--- config.mk ---
export PLATFORM = sky130hd
export DESIGN_NAME = hall_quadrature_odometer_speed_core
export DESIGN_NICKNAME = d
export VERILOG_FILES = /design/src/rtl/hqo_pkg.sv /design/src/rtl/hqo_div.sv /design/src/rtl/hall_quadrature_odometer_speed_core.sv
export SDC_FILE = /design/constraint.sdc
export NUM_CORES = 1
export LEC_CHECK = 0
export BUFFER_PORTS_ARGS = -buffer_cell sky130_fd_sc_hd__buf_2
export CORE_MARGIN = 5
export CORE_UTILIZATION = 50
export DETAILED_ROUTE_END_ITERATION = 8
export PLACE_DENSITY = 0.66
export SKIP_CTS_REPAIR_TIMING = 1
export SYNTH_ARGS = -nofsm -noshare
export SYNTH_HDL_FRONTEND = slang
export SYNTH_HIERARCHICAL = 1
export SYNTH_SLANG_ARGS = --single-unit
--- constraint.sdc ---
create_clock -name clk_i -period 11 [get_ports clk_i]
set_input_delay 2.75 -clock clk_i [delete_from_list [all_inputs] [get_ports clk_i]]
set_output_delay 2.75 -clock clk_i [all_outputs]
set_load 0.005 [all_outputs]
--- src/rtl/hqo_pkg.sv ---
// Shared types and constants for the hall quadrature odometer speed core.
// Holds the sequencer state type, field widths and the hall step decode table.
// No dependencies.
package hqo_pkg;

  localparam int unsigned TIMER_W = 16;
  localparam int unsigned HALL_W  = 2;
  localparam int unsigned POS_W   = 32;
  localparam int unsigned SPEED_W = 16;
  localparam int unsigned DIR_W   = 2;

  localparam logic [TIMER_W-1:0] LIMIT_RESET = 16'd1562;

  // Scaling by 2^24 followed by a division by 256 equals one scale of 2^16.
  localparam int unsigned SPEED_FRAC_W = 16;

  localparam logic CMD_EDGE  = 1'b0;
  localparam logic CMD_QUERY = 1'b1;

  localparam logic signed [SPEED_W-1:0] SPEED_MAX = 16'sh7fff;
  localparam logic signed [SPEED_W-1:0] SPEED_MIN = 16'sh8000;

  typedef enum logic [1:0] {
    ST_IDLE,
    ST_DIVIDE,
    ST_FINISH
  } hqo_state_e;

  // Indexed by {new hall, previous hall}; -1, 0 or +1 as a 2-bit signed value.
  localparam logic signed [DIR_W-1:0] STEP_TABLE [16] = '{
    2'b00, 2'b11, 2'b01, 2'b00,
    2'b01, 2'b00, 2'b00, 2'b11,
    2'b11, 2'b00, 2'b00, 2'b01,
    2'b00, 2'b01, 2'b11, 2'b00
  };

endpackage

--- src/rtl/hqo_div.sv ---
// Bit-serial restoring divider for the speed estimate, one quotient bit a cycle.
// Unsigned numerator and denominator; depends on nothing outside this file.
module hqo_div #(
  parameter int unsigned NUM_W = 19,
  parameter int unsigned DEN_W = 18
) (
  input  logic             clk_i,
  input  logic             rst_ni,
  input  logic             start_i,
  input  logic [NUM_W-1:0] num_i,
  input  logic [DEN_W-1:0] den_i,
  output logic             done_o,
  output logic [NUM_W-1:0] quo_o
);

  localparam int unsigned CNT_W = $clog2(NUM_W);

  logic             busy_q, busy_d;
  logic             done_q, done_d;
  logic [CNT_W-1:0] cnt_q, cnt_d;
  logic [NUM_W-1:0] num_q, num_d;
  logic [DEN_W-1:0] rem_q, rem_d;
  logic [DEN_W-1:0] den_q, den_d;
  logic [DEN_W:0]   shifted;
  logic [DEN_W:0]   diff;

  // The numerator register shifts out dividend bits at the top while the
  // quotient bits enter at the bottom.
  assign shifted = {rem_q, num_q[NUM_W-1]};
  assign diff    = shifted - {1'b0, den_q};

  always_comb begin
    busy_d = busy_q;
    done_d = 1'b0;
    cnt_d  = cnt_q;
    num_d  = num_q;
    rem_d  = rem_q;
    den_d  = den_q;
    if (start_i) begin
      busy_d = 1'b1;
      cnt_d  = '0;
      num_d  = num_i;
      rem_d  = '0;
      den_d  = den_i;
    end else if (busy_q) begin
      if (diff[DEN_W]) begin
        rem_d = shifted[DEN_W-1:0];
        num_d = {num_q[NUM_W-2:0], 1'b0};
      end else begin
        rem_d = diff[DEN_W-1:0];
        num_d = {num_q[NUM_W-2:0], 1'b1};
      end
      cnt_d = cnt_q + 1'b1;
      if (cnt_q == CNT_W'(NUM_W - 1)) begin
        busy_d = 1'b0;
        done_d = 1'b1;
      end
    end
  end

  always_ff @(posedge clk_i or negedge rst_ni) begin
    if (!rst_ni) begin
      busy_q <= 1'b0;
      done_q <= 1'b0;
      cnt_q  <= '0;
    end else begin
      busy_q <= busy_d;
      done_q <= done_d;
      cnt_q  <= cnt_d;
    end
  end

  always_ff @(posedge clk_i) begin
    num_q <= num_d;
    rem_q <= rem_d;
    den_q <= den_d;
  end

  assign done_o = done_q;
  assign quo_o  = num_q;

endmodule

--- src/rtl/hall_quadrature_odometer_speed_core.sv ---
// Hall quadrature odometer: position count and averaged speed from hall edges.
// An edge word is accepted in ST_IDLE and reaches the output register from ST_FINISH,
// which waits while the output is held. A query word that needs the divider first
// passes ST_DIVIDE, where the bit-serial divider produces one quotient bit per cycle;
// other queries go straight to ST_FINISH. One word is in flight at a time. Reset
// clears the position, the interval ring and its running sums, and loads limit 1562.
module hall_quadrature_odometer_speed_core
  import hqo_pkg::*;
#(
  parameter int unsigned RING_DEPTH = 4
) (
  input  logic                clk_i,
  input  logic                rst_ni,
  input  logic                cfg_valid_i,
  output logic                cfg_ready_o,
  input  logic [TIMER_W-1:0]  cfg_data_i,      // standstill_limit
  input  logic                s_axis_tvalid,
  output logic                s_axis_tready,
  input  logic [23:0]         s_axis_tdata,    // timer_now[15:0], hall_bits[17:16], zero pad
  input  logic                s_axis_tuser,    // cmd
  output logic                m_axis_tvalid,
  input  logic                m_axis_tready,
  output logic [55:0]         m_axis_tdata     // position_count[31:0], speed[47:32],
                                               // standstill[48], step_direction[50:49], pad
);

  localparam int unsigned PTR_W     = $clog2(RING_DEPTH);
  localparam int unsigned DT_W      = TIMER_W + $clog2(RING_DEPTH);
  localparam int unsigned DS_W      = $clog2(RING_DEPTH + 1) + 1;
  localparam int unsigned DS_MAG_W  = DS_W - 1;
  localparam int unsigned NUM_W     = DS_MAG_W + SPEED_FRAC_W;

  hqo_state_e state_q, state_d;

  logic [TIMER_W-1:0]        limit_q;
  logic [HALL_W-1:0]         prev_hall_q;
  logic [TIMER_W-1:0]        prev_time_q;
  logic                      stopped_q;
  logic [POS_W-1:0]          step_count_q;
  logic [TIMER_W-1:0]        ivl_ring_q [RING_DEPTH];
  logic signed [DIR_W-1:0]   dir_ring_q [RING_DEPTH];
  logic [PTR_W-1:0]          ptr_q;
  logic [DT_W-1:0]           dt_sum_q;
  logic signed [DS_W-1:0]    ds_sum_q;

  logic signed [SPEED_W-1:0] res_speed_q;
  logic signed [DIR_W-1:0]   res_dir_q;
  logic                      neg_q;
  logic                      m_valid_q;
  logic [55:0]               m_data_q;

  logic                      in_fire;
  logic                      is_query;
  logic [TIMER_W-1:0]        timer_now;
  logic [HALL_W-1:0]         hall_bits;
  logic signed [DIR_W-1:0]   dir;
  logic [PTR_W-1:0]          ptr_nxt;
  logic [TIMER_W-1:0]        interval;
  logic [TIMER_W-1:0]        old_ivl;
  logic signed [DIR_W-1:0]   old_dir;
  logic                      stopped_nxt;
  logic                      need_div;
  logic [DS_W-1:0]           ds_abs;
  logic                      div_start;
  logic                      div_done;
  logic [NUM_W-1:0]          div_quo;
  logic signed [SPEED_W-1:0] sat_speed;
  logic                      out_free;
  logic                      load_out;

  assign timer_now = s_axis_tdata[TIMER_W-1:0];
  assign hall_bits = s_axis_tdata[TIMER_W +: HALL_W];
  assign is_query  = (s_axis_tuser == CMD_QUERY);
  assign in_fire   = s_axis_tvalid && s_axis_tready;

  assign dir      = STEP_TABLE[{hall_bits, prev_hall_q}];
  assign ptr_nxt  = (ptr_q == PTR_W'(RING_DEPTH - 1)) ? '0 : ptr_q + 1'b1;
  assign interval = timer_now - prev_time_q;
  assign old_ivl  = ivl_ring_q[ptr_nxt];
  assign old_dir  = dir_ring_q[ptr_nxt];

  // Standstill is checked against the elapsed time before any speed is formed.
  assign stopped_nxt = stopped_q || (interval > limit_q);
  assign need_div    = !stopped_nxt && (dt_sum_q != '0) && (ds_sum_q != '0);
  assign ds_abs      = ds_sum_q[DS_W-1] ? -ds_sum_q : ds_sum_q;
  assign div_start   = in_fire && is_query && need_div;

  hqo_div #(
    .NUM_W (NUM_W),
    .DEN_W (DT_W)
  ) u_div (
    .clk_i   (clk_i),
    .rst_ni  (rst_ni),
    .start_i (div_start),
    .num_i   ({ds_abs[DS_MAG_W-1:0], {SPEED_FRAC_W{1'b0}}}),
    .den_i   (dt_sum_q),
    .done_o  (div_done),
    .quo_o   (div_quo)
  );

  // The quotient is a magnitude; a negative result may reach one step further.
  always_comb begin
    if (!neg_q) begin
      if (div_quo > NUM_W'(SPEED_MAX)) begin
        sat_speed = SPEED_MAX;
      end else begin
        sat_speed = div_quo[SPEED_W-1:0];
      end
    end else begin
      if (div_quo > NUM_W'(17'd32768)) begin
        sat_speed = SPEED_MIN;
      end else begin
        sat_speed = -div_quo[SPEED_W-1:0];
      end
    end
  end

  assign out_free = !m_valid_q || m_axis_tready;

  // Next state.
  always_comb begin
    state_d = state_q;
    unique case (state_q)
      ST_IDLE: begin
        if (in_fire) begin
          state_d = div_start ? ST_DIVIDE : ST_FINISH;
        end
      end
      ST_DIVIDE: begin
        if (div_done) begin
          state_d = ST_FINISH;
        end
      end
      ST_FINISH: begin
        if (out_free) begin
          state_d = ST_IDLE;
        end
      end
      default: state_d = ST_IDLE;
    endcase
  end

  // Outputs of the sequencer.
  always_comb begin
    s_axis_tready = 1'b0;
    load_out      = 1'b0;
    unique case (state_q)
      ST_IDLE:   s_axis_tready = 1'b1;
      ST_DIVIDE: s_axis_tready = 1'b0;
      ST_FINISH: load_out      = out_free;
      default:   s_axis_tready = 1'b0;
    endcase
  end

  assign cfg_ready_o = 1'b1;

  always_ff @(posedge clk_i or negedge rst_ni) begin
    if (!rst_ni) begin
      state_q      <= ST_IDLE;
      limit_q      <= LIMIT_RESET;
      prev_hall_q  <= '0;
      prev_time_q  <= '0;
      stopped_q    <= 1'b0;
      step_count_q <= '0;
      ptr_q        <= '0;
      dt_sum_q     <= '0;
      ds_sum_q     <= '0;
      m_valid_q    <= 1'b0;
      for (int i = 0; i < RING_DEPTH; i++) begin
        ivl_ring_q[i] <= '0;
        dir_ring_q[i] <= '0;
      end
    end else begin
      state_q <= state_d;
      if (cfg_valid_i) begin
        limit_q <= cfg_data_i;
      end
      if (in_fire) begin
        if (is_query) begin
          stopped_q <= stopped_nxt;
        end else begin
          stopped_q           <= 1'b0;
          prev_hall_q         <= hall_bits;
          prev_time_q         <= timer_now;
          step_count_q        <= step_count_q + {{(POS_W-DIR_W){dir[DIR_W-1]}}, dir};
          ptr_q               <= ptr_nxt;
          ivl_ring_q[ptr_nxt] <= interval;
          dir_ring_q[ptr_nxt] <= dir;
          // Running sums follow the ring: drop the overwritten entry, add the new one.
          dt_sum_q <= dt_sum_q - DT_W'(old_ivl) + DT_W'(interval);
          ds_sum_q <= ds_sum_q - {{(DS_W-DIR_W){old_dir[DIR_W-1]}}, old_dir}
                               + {{(DS_W-DIR_W){dir[DIR_W-1]}}, dir};
        end
      end
      if (load_out) begin
        m_valid_q <= 1'b1;
      end else if (m_axis_tready) begin
        m_valid_q <= 1'b0;
      end
    end
  end

  always_ff @(posedge clk_i) begin
    if (in_fire) begin
      neg_q       <= ds_sum_q[DS_W-1];
      res_speed_q <= '0;
      res_dir_q   <= is_query ? '0 : dir;
    end else if (div_done) begin
      res_speed_q <= sat_speed;
    end
    if (load_out) begin
      m_data_q <= {5'b0, res_dir_q, stopped_q, res_speed_q, step_count_q};
    end
  end

  assign m_axis_tvalid = m_valid_q;
  assign m_axis_tdata  = m_data_q;

endmodule

* Word level (Yosys, flattened, before mapping)
Memory sizes are Yosys's and may differ from the RTL's.
Cells that the tools add are included.
** Cells by class
- Equal/unequal tests :: 7
- Bitwise logic cells :: 3
- $add $sub $neg :: 11
- Reduce and logical (&&, ||, !) cells :: 17
- Mux-type cells :: 41
- Order comparisons :: 6
** Operators with widths (number)
- 16-bit 2-to-1 mux :: 6
- 64-bit bitwise mux :: 1
- 19-bit 2-to-1 mux :: 2
- 32-bit adder :: 1
- 16-bit binary-select mux with 2-bit select :: 1
- 16-bit demux with 2-bit select :: 1
- 2-bit 2-to-1 mux :: 10
- 19-bit by 15-bit greater-than comparator with 1-bit output, second input constant :: 1
- 19-bit by 16-bit greater-than comparator with 1-bit output, second input constant :: 1
- 19-bit by 18-bit subtractor with 19-bit output :: 1
- 18-bit by 16-bit adder with 18-bit output :: 1
- 18-bit 2-to-1 mux :: 1
- 18-bit nonzero test :: 1
- 18-bit by 16-bit subtractor with 18-bit output :: 1
- 16-bit greater-than comparator :: 1
- 16-bit negation :: 1
- 16-bit subtractor :: 1
- 1-bit 2-to-1 mux :: 12
- 5-bit 2-to-1 mux :: 2
- 8-bit bitwise mux :: 1
- 1-bit logical AND :: 6
- 2-bit one-hot mux with 3 select lines :: 1
- 5-bit by 1-bit adder with 5-bit output, second input constant :: 1
- 5-bit == test, second input constant :: 1
- 24 further kinds :: 29
** Storage, ports and cells
- Memories kept :: 1
- Bits in registers :: 298
- Input port bits :: 46
- Word-level logic and storage cells :: 115
- Output and inout bits :: 59
- Memory bits (read-only) :: 32
** Memories
- (no name shown) :: words 16, bits a word 2, rd ports 1, clocked after Yosys merged registers in 0, wr ports 0, line hall_quadrature_odometer_speed_core.sv:76 : assign dir = STEP_TABLE[{hall_bits, prev_hall_q}];

* Depth between registers and ports, before layout
Gate-level depths: netlist (run 1).
- Depth after elaboration :: 10
- Depth in mapped cells :: 25
- Mapped depth without buffers :: 23

* By module
Netlist (run 1), hierarchy kept.
** Modules (own cells, without submodules)
- hall_quadrature_odometer_speed_core :: area each 13215.2 µm², seq. area each 6102.1 µm², times used 1, cells each 1279
- hqo_div :: area each 3428.3 µm², seq. area each 1646.6 µm², times used 1, cells each 310

* Least setup slack after synthesis (run 1)
No wires, ideal clock.
- Path kind :: input to register
- Start point :: in s_axis_tdata[0]
- End point :: reg u_div.num_q[10], in the netlist u_div/quo_o[10] (data pin)
- Setup time :: 0.260 ns
- Arrival time :: 7.819 ns
- Cell stages on the path :: 23
- Data required time :: 10.740 ns
- Setup slack :: 2.921 ns
- Buffers on the path :: 2
- Path through :: inv_1 > ha_1 > fa_1 > nor2b_1 > o21a_1 > o21ai_1 > a21oi_1 > a41o_1 > o41ai_1 > o21bai_1 > a21oi_1 > xnor2_1 > ha_1 > nand4_1 > nor2_1 > o311ai_0 > a21oi_1 > o211ai_1 > nand3_1 > a21oi_1 > clkbuf_1 > clkbuf_1 > mux2_2
** Between the ends
- Cells in the longest elaborated chain, start to end :: 7
** Ends and longest elaborated chain
- start, declared :: line hall_quadrature_odometer_speed_core.sv:19 : input logic [23:0] s_axis_tdata,
- 16-bit subtractor :: line hall_quadrature_odometer_speed_core.sv:78 : assign interval = timer_now - prev_time_q;
- named net interval[14] :: line hall_quadrature_odometer_speed_core.sv:58 : logic [TIMER_W-1:0] interval;
- 16-bit greater-than comparator :: line hall_quadrature_odometer_speed_core.sv:83 : assign stopped_nxt = stopped_q || (interval > limit_q);
- 1-bit logical OR :: line hall_quadrature_odometer_speed_core.sv:83
- 1-bit logical NOT :: line hall_quadrature_odometer_speed_core.sv:84 : assign need_div = !stopped_nxt && (dt_sum_q != '0) && (ds_sum_q != '0);
- 1-bit logical AND (2 in a row) :: line hall_quadrature_odometer_speed_core.sv:84
- 1-bit logical AND :: line hall_quadrature_odometer_speed_core.sv:86 : assign div_start = in_fire && is_query && need_div;
- named net div_start :: line hall_quadrature_odometer_speed_core.sv:64 : logic div_start;
- end signal, assigned :: line hqo_div.sv:74 : num_q <= num_d;
- end, declared :: line hqo_div.sv:21 : logic [NUM_W-1:0] num_q, num_d;
The timed path passes the listed nets, and every way through them passes these cells.
A chain may end at the register's enable or synchronous reset.

* Worst setup path after layout (run 1)
- Start point :: in s_axis_tdata[0]
- End point :: reg u_div.num_q[14], in the netlist u_div/quo_o[14], enable pin
Same word-level chain as after synthesis.

==> metrics.md, run 1 <==
| Metric | Value |
|---|---|
| Core Rows | `66` |
| Critical path's most frequent cell | `a21oi_1` |
| Status | `completed` |
| Synth cell types | `between 70 and 80` |
| Final Critical Period | `8.220 ns` |
| CP arrival | `around 8.4 ns` |
| Share of cells above drive strength 1 | `between 10% and 20%` |
| R2r worst-path depth | `22` |
| Final Hold Vio Count | `0` |
| Sequential area share after synthesis | `a little under half` |
| Full die area | `roughly 37,000 um^2` |
| Drt initial violations | `between 500 and 600` |
| Routed length per instance | `roughly 16 um` |
| Largest stage delay on the critical path | `0.63 ns` |
| Kind of critical path | `input port to flop` |
| Routed Wire Length | `~34,000 um` |
| Layout Skew | `around 0.03 ns` |
| Main synth FF type | `dfrtp_1` |
| H-tree levels | `2` |
| Final Max Slew Viols | `0` |
| Diode count | `0` |
| First-pass GRT wire length | `a little under 60,000 um` |
| Unrepaired setup endpoints after global routing | `no` |
| Data required, critical path | `11.16 ns` |
| Slew HR | `32.29%` |
| Most numerous cell in the Yosys netlist | `nand2_1` |
| Die height | `just under 200 um` |
| CTS tree | `built` |
| Antenna Nets Post-Route | `0` |
| Reg2Reg Capture Point | `u_div/quo_o[14]$_DFFE_PP_` |
| HP Class | `flop to flop` |
| Largest net degree at the start of global routing | `approximately 110` |
| Worst r2r src | `prev_time_q[0]$_DFFE_PN0P_` |
| Root buf cell | `clkbuf_16` |
| Reg clk slew, reported paths | `~0.060 ns` |
| IO Pins | `~110` |
| Routability cong. | `about 0.85` |
| Initial core utilization | `50.90%` |
| Synth area leader | `dfrtp_1` |
| Top post-synthesis cells by area | `dfrtp_1 (25%), edfxtp_1 (16%), ha_1 (8.8%), o21ai_0 (4.5%), mux2_2 (4.3%)` |
| CTS Buf Count | `36` |
| Grt ovf | `0` |
| Worst Hold Depth | `0` |
| CP max FO | `between 60 and 70` |
| Max Fclk | `121.7 MHz` |
| Port Buffers | `92` |
| Area Growth Syn to Fin | `12.77%` |
| Hold Path Sink | `m_axis_tdata[41]$_DFFE_PP_` |
| Slowest cell on the critical path | `inv_1` |
| Synth async-reset ratio | `58.05%` |
| Number of enable flip-flop cells after synthesis | `91` |
| # DRC | `0` |
| Final nets | `around 1.9k` |
| HPWL Detailed | `between 20,000 and 25,000 um` |
| Synth Cell Area | `~17,000 um^2` |
| HP Start | `res_speed_q[9]$_SDFFE_PP0P_` |
| Worst slew pin tran | `just over 1 ns` |
| Yosys reg bits | `298` |
| Total vias in the final route | `approximately 12k` |
| Crit share post-route | `around three quarters` |
| Final Setup Violations | `0` |
| Syn_area_per_cell | `roughly 10 um^2` |
| Startpoint types | `input port` |
| Die span in x | `roughly 190 um` |
| CP Capture Type | `flop` |
| Detailed Routing Iterations Pass 1 | `5` |
| CTS Sinks | `just under 300` |
| Post-Syn Instances | `around 1.6k` |
| Synth Warn # | `6` |
| Initial antenna violation count | `0` |
| All-Layer GR Usage | `between 10% and 20%` |
| Via/cell ratio | `between 5 and 6` |
| Top cell type's share of synthesized area | `about a quarter` |
| Skew-Pair Late Insertion Delay | `around 0.53 ns` |
| Worst-path cell chain | `buf_2, inv_1, ha_1, fa_1, nor2b_1, o21a_1, o21ai_1, a21oi_1, a41o_1, o41ai_1, o21bai_1, a21oi_1, xnor2_1, ha_1, nand4_1, nor2_1, o311ai_0, a21oi_1, o211ai_1, nand3_1, a21oi_4, buf_4, nor2_1, inv_1` |
| R2r setup slk | `approximately 4.8 ns` |
| Post-synth top cells | `nand2_1 (184), dfrtp_1 (168), o21ai_0 (151)` |
| Vias in the first global route | `11.75k` |
| Post-Route Setup TNS | `0 ns` |
| Clock buffer depth | `3` |
| Core area | `between 30,000 and 40,000 um^2` |
| Max_cap viols | `0` |
[stage by stage]
step	utilization (%)	hold WS, ns	cells	setup slack, ns	instance area (um^2)
global route	57.39	0.4267	2159	2.333	18770
global placement	53.76	0.4097	2094	2.346	17580
detailed placement	53.76	0.4086	2094	2.239	17580
CTS	57.39	0.4217	2159	2.766	18770
finish	57.39	0.4229	2159	2.780	18770
floorplan	-	0.4003	1609	2.921	16720
[cells by family after synthesis]
logic type	after synthesis	synth area share (%)
buffers and inverters	179	4.292
XOR/XNOR	89	4.796
other	2	0.04512
multiplexers	98	7.758
AND/OR/NAND/NOR	380	10.40
flip-flops	298	46.56
adder cells (fa/ha/maj)	138	11.32
AO/OA/AOI/OAI	405	14.83
[per-layer routing]
metal	routed length [um]	global-route usage, %	part of all wire, %
met1	16330	26.41	48
met5	0	0	0
met2	15850	31.41	47
met4	586	4.471	1.7
met3	1080	2.949	3.2
[registers in the layout, indices dropped and copies added (netlist names)]
name           flops
prev_time_q       16
m_axis_tvalid      1
u_div/quo_o       19
prev_hall_q        2
u_div/busy_q       1
u_div/done_o       1
ptr_q              2
ds_sum_q           4
res_dir_q          2
res_speed_q       16
u_div/rem_q       18
u_div/den_q       18
dir_ring_q         8
dt_sum_q          18
step_count_q      32
ivl_ring_q        64
u_div/cnt_q        5
stopped_q          1
neg_q              1
state_q            2
m_axis_tdata      51
limit_q           16
[how the worst max path moves through the flow]
| stage | start | slack (ns) | depth (start not counted) | end |
|---|---|---|---|---|
| global route | s_axis_tdata[0] | 2.33 | 24 | u_div/quo_o[14]$_DFFE_PP_ |
| global placement | s_axis_tdata[0] | 2.35 | 24 | u_div/quo_o[15]$_DFFE_PP_ |
| finish | s_axis_tdata[0] | 2.78 | 24 | u_div/quo_o[14]$_DFFE_PP_ |
| floorplan | s_axis_tdata[0] | 2.92 | 23 | u_div/quo_o[10]$_DFFE_PP_ |
| detailed placement | s_axis_tdata[0] | 2.24 | 24 | u_div/quo_o[14]$_DFFE_PP_ |
| CTS | s_axis_tdata[0] | 2.77 | 24 | u_div/quo_o[14]$_DFFE_PP_ |
[final cells by class]
type	count	area, um^2
Clock buffer	48	985.9
Clock inverter	17	200.2
Fill cell	2866	13930
Inverter	119	446.7
Multi-Input combinational cell	1132	8284
Sequential cell	298	7749
Tap cell	442	553.0
Timing Repair Buffer	103	549.3
[worst max-delay path: cells and delay by family]
| family | cells | cell delay, ns |
|---|---|---|
| XOR/XNOR | 1 | 0.60 |
| adder cells (fa/ha/maj) | 3 | 1.00 |
| buffers and inverters | 4 | 1.36 |
| AND/OR/NAND/NOR | 5 | 0.89 |
| AO/OA/AOI/OAI | 11 | 1.72 |
[placed cells by master, fill, tap and decap left out, types with 19 or more instances in the layout]
cell / instances
a21o_1: 27
a21oi_1: 89
buf_2: 91
clkbuf_16: 36
conb_1: 22
dfrtp_1: 168
dfxtp_1: 34
edfxtp_1: 91
fa_1: 21
ha_1: 117
inv_1: 119
mux2_2: 64
nand2_1: 184
nand3_1: 19
nor2_1: 78
o21ai_0: 151
o21ai_1: 21
xnor2_1: 60
xor2_1: 28
Power of run 1 is not shown: default switching activity piles up to over one toggle a cycle in this logic, so the estimate is an artifact.
==> inputs of run 2 (changes only) <==
--- a/config.mk
+++ b/config.mk
@@ -9,7 +9,7 @@
 export CORE_MARGIN = 5
 export CORE_UTILIZATION = 50
 export DETAILED_ROUTE_END_ITERATION = 8
-export PLACE_DENSITY = 0.66
+export PLACE_DENSITY = 0.68
 export SKIP_CTS_REPAIR_TIMING = 1
 export SYNTH_ARGS = -nofsm -noshare
 export SYNTH_HDL_FRONTEND = slang
==> constraint.sdc (replaced) <==
create_clock -name clk_i -period 7.3 [get_ports clk_i]
set_input_delay 1.825 -clock clk_i [delete_from_list [all_inputs] [get_ports clk_i]]
set_output_delay 1.825 -clock clk_i [all_outputs]
set_load 0.005 [all_outputs]
==> run 2 against run 1 <==
Compared with the run above: core utilization fell by 0.15 points; sequential cell count did not move; clock-buffer cell count fell by 9; die area did not move; cell count barely moved; sequential share of layout area rose by 0.11 points; non-clock buffer count rose by 7; clock skew fell by 0.012 ns; critical path depth fell by 1; register-to-register slack got worse by 2.8 ns.
==> metrics.md, run 2 (synthesized netlist as in run 1, its figures left out) <==
| Metric | Value |
|---|---|
| Root buf cell | `clkbuf_16` |
| IO Pins | `105 (unchanged)` |
| Final Hold Vio Count | `0 (unchanged)` |
| Core area | `32,700 um^2 (unchanged)` |
| CP Capture Type | `flop` |
| Port Buffers | `92 (unchanged)` |
| Drt initial violations | `649 (+14%)` |
| Die height | `192.4 um (unchanged)` |
| Kind of critical path | `input port to flop` |
| CP max FO | `14 (-78%)` |
| Crit share post-route | `just under 90%` |
| Routed length per instance | `15.71 um (+0.21%)` |
| Clock buffer depth | `3 (unchanged)` |
| Slowest cell on the critical path | `o41ai_1` |
| Routability cong. | `0.8761 (+2.9%)` |
| Total vias in the final route | `11.56k (+0.41%)` |
| Largest stage delay on the critical path | `0.46 ns (-0.17 ns)` |
| HP Class | `flop to flop` |
| Worst slew pin tran | `1.020 ns (+0.003982 ns)` |
| CP arrival | `6.66 ns (-1.72 ns)` |
| Diode count | `0 (unchanged)` |
| Grt ovf | `0 (unchanged)` |
| Initial antenna violation count | `0 (unchanged)` |
| Full die area | `37,040 um^2 (unchanged)` |
| H-tree levels | `1 (-1)` |
| Max Fclk | `roughly 160 MHz` |
| Critical path's most frequent cell | `a21oi_1` |
| Final Max Slew Viols | `0 (unchanged)` |
| Final nets | `1,876 (+0.11%)` |
| Most common cell after layout, fill and taps aside | `nand2_1` |
| Area Growth Syn to Fin | `12.47%` |
| Unrepaired setup endpoints after global routing | `no` |
| Post-Route Setup TNS | `0 ns (unchanged)` |
| CTS Sinks | `298 (unchanged)` |
| Data required, critical path | `7.61 ns (-3.55 ns)` |
| Startpoint types | `input port` |
| CTS tree | `built` |
| HPWL Detailed | `24,420 um (+2.4%)` |
| Most frequent cells in the layout | `nand2_1 (184), dfrtp_1 (168), o21ai_0 (151)` |
| Final Critical Period | `around 6.4 ns` |
| Placed insts | `2,101 (+0.33%)` |
| Die span in x | `192.4 um (unchanged)` |
| Via/cell ratio | `5.357 (+0.45%)` |
| Largest net degree at the start of global routing | `90 (-17%)` |
| Max_cap viols | `0 (unchanged)` |
| Reg clk slew, reported paths | `0.06 ns (about the same)` |
| All-Layer GR Usage | `18.46% (-0.48 points)` |
| Layout Skew | `0.01773 ns (-0.01249 ns)` |
| Skew-Pair Late Insertion Delay | `0.56 ns (+0.03 ns)` |
| Max reg flops | `64 (unchanged)` |
| Vias in the first global route | `11.53k (-1.9%)` |
| Routed Wire Length | `33,910 um (+0.17%)` |
| Core Rows | `66 (unchanged)` |
| Status | `completed` |
| Non-Filler Instances | `2,158 (-0.046%)` |
| Detailed Routing Iterations Pass 1 | `5 (unchanged)` |
| # DRC | `0 (unchanged)` |
| First-pass GRT wire length | `56,900 um (-2.1%)` |
| Worst-path cell chain | `buf_2, inv_1, ha_1, fa_1, nor2b_1, o21a_1, o21ai_1, a21oi_1, a41o_1, o41ai_1, o21bai_1, a21oi_1, xnor2_1, ha_1, nand4_1, nor2_1, o311ai_0, a21oi_1, o211ai_1, nand3_1, a21oi_4, buf_4, mux2_2` |
| Largest Register | `ivl_ring_q` |
| CTS Buf Count | `31 (-14%)` |
| Initial core utilization | `50.90% (unchanged)` |
| Final Setup Violations | `0 (unchanged)` |
| Antenna Nets Post-Route | `0 (unchanged)` |
| Slew HR | `31.86% (-0.43 points)` |
| Share of cells above drive strength 1 | `16.14% (+0.36 points)` |
[run 2: final cells by class]
class,instances,area [um^2]
Fill cell,2836,13980
Multi-Input combinational cell,1132,8284
Sequential cell,298,7749
Clock buffer,39,825.8
Timing Repair Buffer,110,601.8
Tap cell,442,553.0
Inverter,119,446.7
Clock inverter,18,259.0
[run 2: metal layers]
metal  track usage, %  routed length (um)  share of wire [%]  vias up
met2            31.27               16060                 47      158
met3            2.496                1148                3.4       46
li1                 -                   -                  -     5838
met5                0                   0                  0        -
met4            4.196                 712                2.1        0
met1            25.48               15990                 47     5518
[run 2: path summary, 6_finish.rpt]
kind / from / to / slack (ns) / depth (start not counted)
min in group asynchronous: rst_ni / state_q[1]$_DFFE_PN0P_ / 1.30 / 1
max in group asynchronous: rst_ni / dir_ring_q[1]$_DFFE_PN0P_ / 4.81 / 2
worst min register to register: res_dir_q[1]$_SDFFCE_PP0P_ / m_axis_tdata[50]$_DFFE_PP_ / 0.42 / 0
worst min-delay path: res_dir_q[1]$_SDFFCE_PP0P_ / m_axis_tdata[50]$_DFFE_PP_ / 0.42 / 0
worst max register to register: prev_time_q[0]$_DFFE_PN0P_ / u_div/quo_o[15]$_DFFE_PP_ / 1.97 / 21
worst max-delay path: s_axis_tdata[0] / u_div/quo_o[15]$_DFFE_PP_ / 0.94 / 23
[run 2: critical path, delay by kind of cell]
kind / cells / cell delay (ns)
AND/OR/NAND/NOR: 4 / 0.47
adder cells (fa/ha/maj): 3 / 0.82
multiplexers: 1 / 0.37
AO/OA/AOI/OAI: 11 / 2.37
buffers and inverters: 3 / 0.46
XOR/XNOR: 1 / 0.36
[run 2: through the flow]
| step | utilization (%) | hold WS [ns] | cell area (um^2) | setup WS, ns |
|---|---|---|---|---|
| detailed placement | 53.93 | 0.4066 | 17630 | 0.3907 |
| finish | 57.24 | 0.4169 | 18720 | 0.9441 |
| global placement | 53.93 | 0.4086 | 17630 | 0.5547 |
| global route | 57.24 | 0.4271 | 18720 | 0.6666 |
| CTS | 57.24 | 0.4187 | 18720 | 0.9880 |
| floorplan | - | 0.4003 | 16720 | 0.1462 |
Power of run 2 is left out for the same reason.
==> inputs of run 3 (changes only) <==
--- a/config.mk
+++ b/config.mk
@@ -9,8 +9,9 @@
 export CORE_MARGIN = 5
 export CORE_UTILIZATION = 50
 export DETAILED_ROUTE_END_ITERATION = 8
-export PLACE_DENSITY = 0.68
+export PLACE_DENSITY = 0.66
 export SKIP_CTS_REPAIR_TIMING = 1
+export SKIP_LAST_GASP = 1
 export SYNTH_ARGS = -nofsm -noshare
 export SYNTH_HDL_FRONTEND = slang
 export SYNTH_HIERARCHICAL = 1
==> constraint.sdc (replaced) <==
create_clock -name clk_i -period 8.2 [get_ports clk_i]
set_input_delay 2.05 -clock clk_i [delete_from_list [all_inputs] [get_ports clk_i]]
set_output_delay 2.05 -clock clk_i [all_outputs]
set_load 0.005 [all_outputs]
==> run 3 against run 2 <==
Compared with the run above: clock-buffer cell count increased by 8; hold slack improved by 0.0077 ns; cell count increased by 0.28%; global-route usage increased by 0.47 points; critical endpoint is now u_div/quo_o[2]$_DFFE_PP_; highest routed layer unchanged.
==> metrics.md, run 3 (synthesized netlist as in run 1, its figures left out) <==
| Metric | Value |
|---|---|
| Drt initial violations | `511 (-21%)` |
| Final setup margin | `1.373 ns (+0.4289 ns)` |
| CP max FO | `24 (+10)` |
| Share of cells above drive strength 1 | `16.26% (+0.12 points)` |
| Skew-Pair Late Insertion Delay | `0.51 ns (-0.05 ns)` |
| Detailed Routing Iterations Pass 1 | `5 (unchanged)` |
| Largest net degree at the start of global routing | `91 (+1.1%)` |
| Kind of critical path | `input port to flop` |
| Routed length per instance | `15.62 um (-0.57%)` |
| Full die area | `37,040 um^2 (unchanged)` |
| H-tree levels | `2 (+1)` |
| Max_cap viols | `0 (unchanged)` |
| Most common cell after layout, fill and taps aside | `nand2_1` |
| Die height | `192.4 um (unchanged)` |
| Final Max Slew Viols | `0 (unchanged)` |
| Routed Wire Length | `33,810 um (-0.29%)` |
| Grt ovf | `0 (unchanged)` |
| Crit share post-route | `between 80% and 90%` |
| Most frequent cells in the layout | `nand2_1 (184), dfrtp_1 (168), o21ai_0 (151)` |
| Reg clk slew, reported paths | `0.06 ns (about the same)` |
| Fin area | `18,730 um^2 (about the same)` |
| Status | `completed` |
| All-Layer GR Usage | `18.93% (+0.47 points)` |
| Clock buffer depth | `3 (unchanged)` |
| Slowest cell on the critical path | `o41ai_1` |
| Core Rows | `66 (unchanged)` |
| Area Growth Syn to Fin | `12.56% (about the same)` |
| Data required, critical path | `8.45 ns (+0.84 ns)` |
| Core area | `32,700 um^2 (unchanged)` |
| Max reg flops | `64 (unchanged)` |
| Antenna Nets Post-Route | `0 (unchanged)` |
| Initial core utilization | `50.90% (unchanged)` |
| Final Setup Violations | `0 (unchanged)` |
| First-pass GRT wire length | `58,130 um (+2.2%)` |
| Root buf cell | `clkbuf_16` |
| Largest stage delay on the critical path | `0.49 ns (+0.03 ns)` |
| Vias in the first global route | `11.55k (+0.16%)` |
| Max Fclk | `146.5 MHz` |
| HP Class | `flop to flop` |
| CTS Buf Count | `34 (+9.7%)` |
| Final nets | `1,881 (+0.27%)` |
| Final Hold Vio Count | `0 (unchanged)` |
| Final Critical Period | `a little under 7 ns` |
| Startpoint types | `input port` |
| Post-Route Setup TNS | `0 ns (unchanged)` |
| Placed Area | `17,650 um^2 (about the same)` |
| Critical path's most frequent cell | `a21oi_1` |
| Worst slew pin tran | `1.006 ns (-0.01326 ns)` |
| Worst-path cell chain | `buf_2, inv_1, ha_1, fa_1, nor2b_1, o21a_1, o21ai_1, a21oi_1, a41o_1, o41ai_1, o21bai_1, a21oi_1, xnor2_1, ha_1, nand4_1, nor2_1, o311ai_0, a21oi_1, o211ai_1, nand3_1, a21oi_4, buf_4, buf_4, mux2_2` |
| Largest Register | `ivl_ring_q` |
| Initial antenna violation count | `0 (unchanged)` |
| Total vias in the final route | `11.56k (-0.017%)` |
| Slew HR | `32.75% (+0.89 points)` |
| Via/cell ratio | `5.341 (-0.29%)` |
| Diode count | `0 (unchanged)` |
| CTS Sinks | `298 (unchanged)` |
| Port Buffers | `92 (unchanged)` |
| CP Capture Type | `flop` |
| Layout Skew | `0.01857 ns (+0.0008322 ns)` |
| Routability cong. | `0.8596 (-1.9%)` |
| IO Pins | `105 (unchanged)` |
| Post-Route Utilization | `57.29% (about the same)` |
| CTS tree | `built` |
| HPWL Detailed | `23,790 um (-2.6%)` |
| Die span in x | `192.4 um (unchanged)` |
| Dpl ws | `0.8449 ns (+0.4542 ns)` |
| # DRC | `0 (unchanged)` |
| CP arrival | `7.08 ns (+0.42 ns)` |
| Unrepaired setup endpoints after global routing | `no` |
-- run 3: cell count changes in the layout (fill, tap and decap cells not counted) --
cell | before | now
clkinv_1 | 0 | 2
clkinv_2 | 6 | 8
clkinvlp_4 | 3 | 1
buf_4 | 18 | 20
bufinv_16 | 6 | 1
clkbuf_16 | 31 | 36
inv_6 | 2 | 1
clkbuf_8 | 2 | 4
clkbuf_1 | 6 | 7
-- run 3: worst max-delay path, delay by kind of cell --
family,cells,cell delay (ns)
adder cells (fa/ha/maj),3,0.81
AND/OR/NAND/NOR,4,0.51
AO/OA/AOI/OAI,11,2.24
multiplexers,1,0.38
buffers and inverters,4,0.78
XOR/XNOR,1,0.32
-- run 3: worst paths after layout --
path,slack [ns],endpoint,from,cells past startpoint
worst max-delay path,1.37,u_div/quo_o[2]$_DFFE_PP_,s_axis_tdata[0],24
worst min-delay path,0.42,m_axis_tdata[43]$_DFFE_PP_,res_speed_q[11]$_SDFFE_PP0P_,0
worst max register to register,2.69,u_div/quo_o[12]$_DFFE_PP_,prev_time_q[1]$_DFFE_PN0P_,24
worst min register to register,0.42,m_axis_tdata[43]$_DFFE_PP_,res_speed_q[11]$_SDFFE_PP0P_,0
max in group asynchronous,5.40,dt_sum_q[9]$_DFFE_PN0P_,rst_ni,2
min in group asynchronous,1.49,u_div/cnt_q[1]$_DFFE_PN0P_,rst_ni,1
-- run 3: area by class of cell --
type / count / area, um^2
Clock inverter: 14 / 102.6
Clock buffer: 47 / 982.2
Inverter: 119 / 446.7
Fill cell: 2865 / 13970
Tap cell: 442 / 553.0
Multi-Input combinational cell: 1132 / 8284
Timing Repair Buffer: 112 / 616.8
Sequential cell: 298 / 7749
-- run 3: per-layer routing --
metal  part of all wire (%)  GRT usage, %  vias to the layer above
met5                      0             0                        -
met4                    2.0         4.306                        0
li1                       -             -                     5840
met1                     48         27.08                     5504
met3                    3.3         2.496                       45
met2                     47         31.02                      169
-- run 3: per-stage QoR --
step           std cells  hold slack (ns)
2_1_floorplan       1609           0.4003
5_1_grt             2164           0.4311
4_1_cts             2164           0.4282
3_5_place_dp        2103           0.4133
3_3_place_gp        2103           0.4102
6_report            2164           0.4246
Power of run 3 is left out for the same reason.
